`config.mk`:
```
export PLATFORM = sky130hd
export DESIGN_NAME = positional_sequence_engine
export DESIGN_NICKNAME = d
export VERILOG_FILES = /design/src/rtl/pse_pkg.sv /design/src/rtl/pse_mem.sv /design/src/rtl/pse_remu.sv /design/src/rtl/positional_sequence_engine.sv
export SDC_FILE = /design/constraint.sdc
export NUM_CORES = 2
export LEC_CHECK = 0
export BUFFER_PORTS_ARGS = -buffer_cell sky130_fd_sc_hd__clkbuf_2
export CORE_UTILIZATION = 40
export DETAILED_ROUTE_END_ITERATION = 10
export GPL_ROUTABILITY_DRIVEN = 0
export PLACE_DENSITY = 0.66
export SYNTH_ARGS = -nofsm -noshare
export SYNTH_HDL_FRONTEND = slang
export SYNTH_SLANG_ARGS = --single-unit
```
`constraint.sdc`:
```
create_clock -name i_clk -period 12.3 [get_ports i_clk]
set_clock_uncertainty 0.15 [all_clocks]
set_input_delay 2.46 -clock i_clk [delete_from_list [all_inputs] [get_ports i_clk]]
set_output_delay 2.46 -clock i_clk [all_outputs]
set_load 0.02 [all_outputs]
```
`src/rtl/pse_pkg.sv`:
```
// ----------------------------------------------------------------------------
// pse_pkg
// Types, opcodes and status codes shared by the positional sequence engine.
// ----------------------------------------------------------------------------
package pse_pkg;

    localparam int DEPTH_DEF = 32;
    localparam int AMT_W     = 16;
    // Width used for position compares: holds any length up to 64 plus one.
    localparam int CW        = 8;

    localparam logic [2:0] OP_INS = 3'd0;
    localparam logic [2:0] OP_REM = 3'd1;
    localparam logic [2:0] OP_MOV = 3'd2;
    localparam logic [2:0] OP_REV = 3'd3;
    localparam logic [2:0] OP_ROL = 3'd4;
    localparam logic [2:0] OP_ROR = 3'd5;
    localparam logic [2:0] OP_RD  = 3'd6;

    localparam logic [1:0] ST_OK    = 2'd0;
    localparam logic [1:0] ST_RANGE = 2'd1;
    localparam logic [1:0] ST_FULL  = 2'd2;

    typedef struct packed {
        logic [2:0]         opcode;
        logic signed [31:0] value;
        logic [5:0]         position;
        logic [4:0]         target_position;
        logic [AMT_W-1:0]   amount;
    } t_in_item;

    typedef struct packed {
        logic signed [31:0] element;
        logic               last;
        logic               empty_res;
        logic [1:0]         status;
    } t_out_item;

endpackage

```
`src/rtl/pse_mem.sv`:
```
// ----------------------------------------------------------------------------
// pse_mem
// Simple dual-port element store, one write and one registered read port.
// ----------------------------------------------------------------------------
module pse_mem #(
    parameter int DEPTH = 32,
    parameter int AW    = 5
) (
    input  logic              i_clk,
    input  logic              i_we,
    input  logic [AW-1:0]     i_waddr,
    input  logic [31:0]       i_wdata,
    input  logic              i_re,
    input  logic [AW-1:0]     i_raddr,
    output logic [31:0]       o_rdata
);
    logic [31:0] r_mem [DEPTH];
    logic [31:0] r_rdata;

    always_ff @(posedge i_clk) begin
        if (i_we) begin
            r_mem[i_waddr] <= i_wdata;
        end
        if (i_re) begin
            r_rdata <= r_mem[i_raddr];
        end
    end

    assign o_rdata = r_rdata;
endmodule

```
`src/rtl/pse_remu.sv`:
```
// ----------------------------------------------------------------------------
// pse_remu
// Bit-serial restoring remainder: amount modulo length, one bit per cycle.
// ----------------------------------------------------------------------------
module pse_remu #(
    parameter int LW = 6
) (
    input  logic                     i_clk,
    input  logic                     i_rst_n,
    input  logic                     i_start,
    input  logic [pse_pkg::AMT_W-1:0] i_dividend,
    input  logic [LW-1:0]            i_divisor,
    output logic                     o_busy,
    output logic [LW-1:0]            o_rem
);
    import pse_pkg::*;

    localparam int NW = $clog2(AMT_W);

    logic          r_busy;
    logic [NW-1:0] r_cnt;
    logic [AMT_W-1:0] r_num;
    logic [LW-1:0] r_rem;
    logic [LW-1:0] r_div;
    logic [LW:0]   sh;
    logic [LW:0]   diff;

    assign sh   = {r_rem, r_num[AMT_W-1]};
    assign diff = sh - {1'b0, r_div};

    always_ff @(posedge i_clk) begin
        if (!i_rst_n) begin
            r_busy <= 1'b0;
            r_cnt  <= '0;
        end else if (i_start) begin
            r_busy <= 1'b1;
            r_cnt  <= '0;
        end else if (r_busy) begin
            r_cnt <= r_cnt + NW'(1);
            if (r_cnt == NW'(AMT_W - 1)) begin
                r_busy <= 1'b0;
            end
        end
    end

    always_ff @(posedge i_clk) begin
        if (i_start) begin
            r_num <= i_dividend;
            r_div <= i_divisor;
            r_rem <= '0;
        end else if (r_busy) begin
            r_num <= {r_num[AMT_W-2:0], 1'b0};
            // remainder stays below the divisor, so the top bit drops cleanly
            r_rem <= (sh >= {1'b0, r_div}) ? diff[LW-1:0] : sh[LW-1:0];
        end
    end

    assign o_busy = r_busy;
    assign o_rem  = r_rem;
endmodule

```
`src/rtl/positional_sequence_engine.sv`:
```
// Flow: status-only requests go straight to the response; insert/remove/move/reverse copy the
// new sequence into the other bank and then commit it; rotate first reduces amount mod length.
// Read out: each element is read from the live bank and then issued; an output stall holds it.
// Throughput: one request at a time; the next request is taken as the last response is issued.
// Reset: synchronous, active low; length clears to zero, element store is not cleared.
// ----------------------------------------------------------------------------
// positional_sequence_engine
// Ordered sequence of signed words kept in two ping-pong memory banks.
// ----------------------------------------------------------------------------
module positional_sequence_engine #(
    parameter int DEPTH = pse_pkg::DEPTH_DEF
) (
    input  logic               i_clk,
    input  logic               i_rst_n,
    input  logic               i_in_valid,
    output logic               o_in_stall,
    input  pse_pkg::t_in_item  i_in_data,
    output logic               o_out_valid,
    input  logic               i_out_stall,
    output pse_pkg::t_out_item o_out_data
);
    import pse_pkg::*;

    localparam int LW = $clog2(DEPTH + 1);
    localparam int AW = $clog2(DEPTH);

    localparam logic [2:0] S_IDLE  = 3'd0;
    localparam logic [2:0] S_REM   = 3'd1;
    localparam logic [2:0] S_CPY   = 3'd2;
    localparam logic [2:0] S_CEND  = 3'd3;
    localparam logic [2:0] S_RES   = 3'd4;
    localparam logic [2:0] S_RORD  = 3'd5;
    localparam logic [2:0] S_RODAT = 3'd6;

    logic [2:0]  r_state;
    t_in_item    r_item;
    logic [LW-1:0] r_len, r_nlen, r_i;
    logic [AW-1:0] r_k, r_pidx;
    logic        r_bank, r_pv, r_pval;
    logic [1:0]  r_status;
    logic        r_empty;
    logic        r_ovalid;
    t_out_item   r_out;

    logic        in_acc, out_free, out_load, rem_start, rem_busy;
    logic [LW-1:0] rem_q;
    logic [CW-1:0] cw_i, pos_c, tgt_c, len_c, j_c, src_c;
    logic        use_val;
    logic        rd_en;
    logic [AW-1:0] rd_addr;
    logic [31:0] rd0, rd1, rdata;
    logic        w_en;
    logic [31:0] w_data;
    logic        ro_last;
    logic [LW-1:0] k_inc;
    logic [2:0]    acc_state;
    logic [1:0]    acc_status;
    logic [LW-1:0] acc_nlen;
    logic          acc_empty;

    assign in_acc     = i_in_valid && (r_state == S_IDLE);
    assign o_in_stall = (r_state != S_IDLE);
    assign out_free   = !r_ovalid || !i_out_stall;
    assign out_load   = out_free && (r_state == S_RES || r_state == S_RODAT);
    assign rem_start  = in_acc && (r_len != '0) &&
                        (i_in_data.opcode == OP_ROL || i_in_data.opcode == OP_ROR);

    pse_remu #(.LW(LW)) u_remu (
        .i_clk      (i_clk),
        .i_rst_n    (i_rst_n),
        .i_start    (rem_start),
        .i_dividend (i_in_data.amount),
        .i_divisor  (r_len),
        .o_busy     (rem_busy),
        .o_rem      (rem_q)
    );

    // request decode: next state, status and length on acceptance
    always_comb begin
        acc_state  = S_RES;
        acc_status = ST_OK;
        acc_nlen   = r_len;
        acc_empty  = 1'b0;
        case (i_in_data.opcode)
            OP_INS: begin
                if (CW'(i_in_data.position) > CW'(r_len)) begin
                    acc_status = ST_RANGE;
                end else if (r_len == LW'(DEPTH)) begin
                    acc_status = ST_FULL;
                end else begin
                    acc_nlen  = r_len + LW'(1);
                    acc_state = S_CPY;
                end
            end
            OP_REM: begin
                if (CW'(i_in_data.position) >= CW'(r_len)) begin
                    acc_status = ST_RANGE;
                end else begin
                    acc_nlen  = r_len - LW'(1);
                    acc_state = S_CPY;
                end
            end
            OP_MOV: begin
                if (CW'(i_in_data.position) >= CW'(r_len) ||
                    CW'(i_in_data.target_position) >= CW'(r_len)) begin
                    acc_status = ST_RANGE;
                end else if (CW'(i_in_data.position) !=
                             CW'(i_in_data.target_position)) begin
                    acc_state = S_CPY;
                end
            end
            OP_REV: begin
                if (r_len > LW'(1)) begin
                    acc_state = S_CPY;
                end
            end
            OP_ROL, OP_ROR: begin
                if (r_len != '0) begin
                    acc_state = S_REM;
                end
            end
            OP_RD: begin
                if (r_len == '0) begin
                    acc_empty = 1'b1;
                end else begin
                    acc_state = S_RORD;
                end
            end
            default: acc_status = ST_RANGE;
        endcase
    end

    // source index of new element i
    assign cw_i  = CW'(r_i);
    assign pos_c = CW'(r_item.position);
    assign tgt_c = CW'(r_item.target_position);
    assign len_c = CW'(r_len);
    assign j_c   = (cw_i < tgt_c) ? cw_i : cw_i - CW'(1);

    always_comb begin
        case (r_item.opcode)
            OP_INS:  src_c = (cw_i < pos_c) ? cw_i : cw_i - CW'(1);
            OP_REM:  src_c = (cw_i < pos_c) ? cw_i : cw_i + CW'(1);
            OP_MOV:  src_c = (cw_i == tgt_c) ? pos_c :
                             ((j_c < pos_c) ? j_c : j_c + CW'(1));
            OP_REV:  src_c = len_c - CW'(1) - cw_i;
            default: src_c = CW'(r_k);
        endcase
    end

    assign use_val = (r_item.opcode == OP_INS) && (cw_i == pos_c);
    assign k_inc   = LW'(r_k) + LW'(1);
    assign ro_last = ((r_i + LW'(1)) == r_len);

    always_comb begin
        rd_en   = 1'b0;
        rd_addr = AW'(r_i);
        if (r_state == S_CPY && r_i < r_nlen) begin
            rd_en   = !use_val;
            rd_addr = AW'(src_c);
        end else if (r_state == S_RORD) begin
            rd_en = 1'b1;
        end
    end

    assign rdata  = r_bank ? rd1 : rd0;
    assign w_en   = r_pv && (r_state == S_CPY || r_state == S_CEND);
    assign w_data = r_pval ? r_item.value : rdata;

    pse_mem #(.DEPTH(DEPTH), .AW(AW)) u_mem0 (
        .i_clk   (i_clk),
        .i_we    (w_en && r_bank),
        .i_waddr (r_pidx),
        .i_wdata (w_data),
        .i_re    (rd_en && !r_bank),
        .i_raddr (rd_addr),
        .o_rdata (rd0)
    );

    pse_mem #(.DEPTH(DEPTH), .AW(AW)) u_mem1 (
        .i_clk   (i_clk),
        .i_we    (w_en && !r_bank),
        .i_waddr (r_pidx),
        .i_wdata (w_data),
        .i_re    (rd_en && r_bank),
        .i_raddr (rd_addr),
        .o_rdata (rd1)
    );

    always_ff @(posedge i_clk) begin
        if (!i_rst_n) begin
            r_state  <= S_IDLE;
            r_len    <= '0;
            r_bank   <= 1'b0;
            r_pv     <= 1'b0;
            r_ovalid <= 1'b0;
        end else begin
            if (out_free) begin
                r_ovalid <= out_load;
            end
            case (r_state)
                S_IDLE: begin
                    if (in_acc) begin
                        r_item   <= i_in_data;
                        r_i      <= '0;
                        r_nlen   <= acc_nlen;
                        r_status <= acc_status;
                        r_empty  <= acc_empty;
                        r_state  <= acc_state;
                    end
                end
                S_REM: begin
                    if (!rem_busy) begin
                        if (rem_q == '0) begin
                            r_state <= S_RES;
                        end else begin
                            r_k     <= (r_item.opcode == OP_ROL) ? AW'(rem_q)
                                                                 : AW'(r_len - rem_q);
                            r_state <= S_CPY;
                        end
                    end
                end
                S_CPY: begin
                    if (r_i < r_nlen) begin
                        r_pv   <= 1'b1;
                        r_pidx <= AW'(r_i);
                        r_pval <= use_val;
                        r_i    <= r_i + LW'(1);
                        r_k    <= (k_inc == r_len) ? '0 : AW'(k_inc);
                    end else begin
                        r_pv    <= 1'b0;
                        r_state <= S_CEND;
                    end
                end
                S_CEND: begin
                    // last write landed on the previous edge; new bank goes live
                    r_pv    <= 1'b0;
                    r_bank  <= !r_bank;
                    r_len   <= r_nlen;
                    r_state <= S_RES;
                end
                S_RES: begin
                    if (out_free) begin
                        r_out    <= '{element: '0, last: 1'b1,
                                      empty_res: r_empty, status: r_status};
                        r_state  <= S_IDLE;
                    end
                end
                S_RORD: begin
                    r_state <= S_RODAT;
                end
                S_RODAT: begin
                    if (out_free) begin
                        r_out    <= '{element: rdata, last: ro_last,
                                      empty_res: 1'b0, status: ST_OK};
                        r_i      <= r_i + LW'(1);
                        r_state  <= ro_last ? S_IDLE : S_RORD;
                    end
                end
                default: r_state <= S_IDLE;
            endcase
        end
    end

    assign o_out_valid = r_ovalid;
    assign o_out_data  = r_out;

`ifndef SYNTHESIS
    a_len_range: assert property (@(posedge i_clk) disable iff (!i_rst_n)
        r_len <= LW'(DEPTH))
        else $error("length beyond store depth");

    a_len_commit: assert property (@(posedge i_clk) disable iff (!i_rst_n)
        $past(i_rst_n) && !$stable(r_len) |-> $past(r_state) == S_CEND)
        else $error("length changed outside copy commit");

    a_write_shadow: assert property (@(posedge i_clk) disable iff (!i_rst_n)
        w_en |-> (r_state == S_CPY || r_state == S_CEND) && !rd_en ||
                 (r_state == S_CPY))
        else $error("write outside copy");

    a_live_read: assert property (@(posedge i_clk) disable iff (!i_rst_n)
        (r_state == S_RODAT) |-> $past(r_state) == S_RORD || $past(r_state) == S_RODAT)
        else $error("read data used without a read");
`endif
endmodule

```
==> impl.org <==
** Power and ir drop
- Power spent charging and discharging nets :: around 5 mW
- Power spread over the standard cell area amounts to 176 nW/um^2.
- Switching portion of total power :: between 20% and 30%
- Per report_power, the combinational group accounts for 15.7% of the total.
- Cell internal power was estimated by the tool at 13.1 mW.
- Sequential Power Share :: 48.4%
- Leakage power of the design :: 33.6 nW
- Peak VDD IR :: 0.127 mV
- Clk network pwr share :: 35.9%

** Timing
- Number of failing setup endpoints in the final timing report :: 0
- The count of pins over their slew limit is 0.
- Setup repair after global routing left no endpoint under its margin.
- For the pin with the worst max-slew slack, the measured transition is roughly 1.4 ns.
- Once routing completed, OpenROAD measured the worst setup slack at 4.50 ns.
- Final clock period utilization by the worst path :: 63.4%
- F_max :: 0.128 GHz
- Total negative slack for setup checks :: 0 ns
- The worst pin sits at a relative slew slack of 7.46%.
- The worst path needs 7.80 ns of the cycle, external delays included.
- Count of endpoints failing hold in the final timing report :: 0

** Floorplan
- Starting utilization of the core area :: 40.3%
- From left edge to right edge, the die measures around 480 um.
- The die covers around 230,000 sq um.
- Number of placed I/O pins :: about 100
- The region available for standard cell placement spans around 230,000 sq um.
- From bottom edge to top edge, the die measures 480 um.
- The floorplan has 175 rows.

** Route
- DR pass1 iterations :: 6
- The detail route stage leaves a number of antenna-violating nets equal to 0.
- Using the TritonRoute via totals, the vias-per-cell ratio works out to 6.21.
- For this block, the initial DRC count from the detailed router was 8,821.
- Post-route DRC violation count :: 0
- Across all layers, the routed design uses 56,700 vias.
- Routed wire per std cell :: 30.0 um
- The routed design has 274 mm of wire.

** Logic synthesis
- Most instantiated flip-flop cell in the synthesis netlist :: sky130_fd_sc_hd__edfxtp_1
- Total of warnings raised by yosys :: 0
- The synthesized netlist occupies a cell area of 91,500 sq um.
- Mean post-synth cell area :: 15.5 sq um
- Register bit count reported by yosys :: about 2,300
- In this run, distinct cell masters in the synthesized netlist total 77.
- Cell types occupying the most area after synthesis :: sky130_fd_sc_hd__edfxtp_1, sky130_fd_sc_hd__mux2i_1, sky130_fd_sc_hd__nand2_1
- Number of instances in the synthesized netlist :: 5,898
- Net Count, Synth :: 6,022
- The biggest area contributor in the post-synthesis netlist is sky130_fd_sc_hd__edfxtp_1.
- Share of the synthesized area in the top cell type :: 73.6%
- Share of synthesized flip-flops with an asynchronous set or reset :: 0%
- Of the synthesized area, sequential elements account for 74.1%.
- Number of flops mapped to enable cells by yosys :: 2,242

** Setup path
- Crit path max-delay cell type :: sky130_fd_sc_hd__nor2_4
- Worst path required time :: 12.69 ns
- The worst setup path is of the reg -> reg kind.
- CP startpoint kind :: flop
- Data arrives at the worst endpoint at 8.19 ns.
- Critical path's largest stage delay :: 0.85 ns
- Grouping stages by cell kind, the critical path spends the most delay in simple AND/OR/NAND/NOR gates.
- STA classifies the critical path endpoint as a flop.
- Largest fanout on the critical path :: 92
- Crit path buffers/inverters :: 4
- Cell-by-cell trace of the critical path :: inv_1, ha_1, nor2b_1, o21a_1, o21ai_0, xnor2_1, inv_1, ha_1, a21oi_1, o21ai_0, a21oi_1, o211ai_1, nand3_4, buf_12, nor2_4, buf_4, nand3_1, a31oi_1, nor4bb_1

** Clock network
- After clock tree synthesis, the repair step resized 0 gates.
- Counting along the longest clock path gives a buffer depth of 3.
- After clock tree synthesis, the clock-pin slew on the worst setup and hold paths is 0.06 ns.
- Buffer type at the clock tree root :: sky130_fd_sc_hd__clkbuf_16
- The tree built by TritonCTS fans out to 2,265 sinks.
- TritonCTS buffer count :: 211
- At the later pin of the worst-skew pair, clock insertion delay measures 0.90 ns.
- After clock tree synthesis, the setup repair step added 0 buffers.
- Number of H-tree levels :: 4
- After clock tree synthesis, the flow added hold-fix buffers numbering 0.
- CTS tree :: built

** Layout
- The top cell types in the final layout, fill and taps aside, are sky130_fd_sc_hd__edfxtp_1, sky130_fd_sc_hd__nand2_1, sky130_fd_sc_hd__mux2i_1.
- Summing all flip-flop and latch instances after layout gives 67,800 sq um.
- Share of the core filled with cells in the final layout :: 45.2%
- The finished cells cover 103,000 sq um.
- Layout-stage area growth over the synthesis result :: 12.2%
- The library cell used most frequently in the layout, excluding fill and tap cells, is sky130_fd_sc_hd__edfxtp_1.
- The multi-input combinational cells in the finished layout cover a total of ~22,000 sq um.
- Layout net count :: slightly above 6,000
- Count of antenna diodes in the layout :: 0
- The layout has 19,400 filler cells.
- Cells with a size suffix above 1 make up approximately an eighth of the layout.

** Global routing
- Entering global routing, the biggest net connects 154 pins.
- The via count of the first global-routing pass is approximately 54,000.
- GRT Residual Overflow :: 0
- Across every metal layer, demand over resource in global routing totals 23.2%.
- The first global-routing pass estimated slightly below 400 mm of wire.
- Number of antenna violations at the first check in global routing :: 14

** Run status
- The run finished with clean final reports.

** Hold path
- The min-delay analysis places its worst path in the category reg -> reg.

** Place
- Once placement finished, the instance area stood at 95,900 sq um.
- Hpwl dp :: 147 mm
- Before CTS, the worst setup slack after placement is 5.14 ns.
- Port buffering added between 100 and 150 buffers.

** Flow run
- Max Cap Viol :: 0
## synthesized netlist by cell type, drive strengths merged (89+ instances only)
master / instances
a21oi: 114
buf: 154
nor4: 135
mux2i: 397
nand2: 690
and3: 105
nand3: 280
edfxtp: 2242
clkbuf: 260
o21ai: 89
a221oi: 125
nor2: 263
o221ai: 124
## power by group through the flow
stage / Clock [mW] / Sequential [mW] / Combinational, mW
after global placement: 0 / 8.92 / 2.72
after detailed placement: 0 / 8.92 / 2.77
final: 6.50 / 8.77 / 2.84
after global routing: 6.84 / 8.77 / 2.98
after CTS: 6.55 / 8.76 / 2.78
after floorplan: 0 / 8.88 / 1.79
## registers in the layout, summed over array words and instances, names as in the netlist, 16 cells and up
name,count
u_mem0.r_mem,1024
u_mem1.r_mem,1024
r_item,40
o_out_data,36
u_mem0.o_rdata,32
u_mem1.o_rdata,32
u_remu.r_num,16
## through the flow
stage | instances | power [mW] | hold WS [ns]
floorplan | 5898 | 10.7 | 0.256
global placement | 8739 | 11.6 | 0.325
detailed placement | 8739 | 11.7 | 0.332
CTS | 9129 | 18.1 | 0.351
global route | 9129 | 18.6 | 0.379
finish | 9129 | 18.1 | 0.350
## metal layers
metal / vias to the layer above / GRT usage (%) / wire length [um]
met3: 650 / 6.42 / 37600
met5: - / 0 / 41
met4: 6 / 9.84 / 12000
met1: 28500 / 31.7 / 103000
met2: 4080 / 34.7 / 122000
li1: 23500 / - / -
## final timing paths
check                             from            endpoint  slack (ns)  cells after the start
worst min-delay path              r_pv                r_pv        0.35                      2
worst max-delay path            r_i[0]  u_mem0.o_rdata[29]        4.50                     19
worst max register to register  r_i[0]  u_mem0.o_rdata[29]        4.50                     19
worst min register to register    r_pv                r_pv        0.35                      2
## worst reg2reg max path, delay by kind of cell (launching register included)
family | cells | cell delay [ns]
compound gates | 7 | 1.74
xor+xnor | 1 | 0.35
fa+ha+maj | 2 | 0.62
buf+inv | 4 | 1.79
flops | 1 | 0.65
simple gates | 5 | 2.21
## cell families after synthesis
group           synth area share [%]
flops                           74.1
xor+xnor                       0.431
mux                             6.96
simple gates                    8.05
buf+inv                         2.20
fa+ha+maj                      0.818
compound gates                  7.46
## layout make-up
type | count | area share, %
clock inverter | 119 | 1.24
timing repair buffer | 246 | 1.67
inverter | 59 | 0.216
clock buffer | 271 | 5.38
sequential | 2265 | 66.0
tap | 3009 | 3.67
multi-input combinational | 3160 | 21.8
No activity file was read; power rests on OpenSTA's default activity.
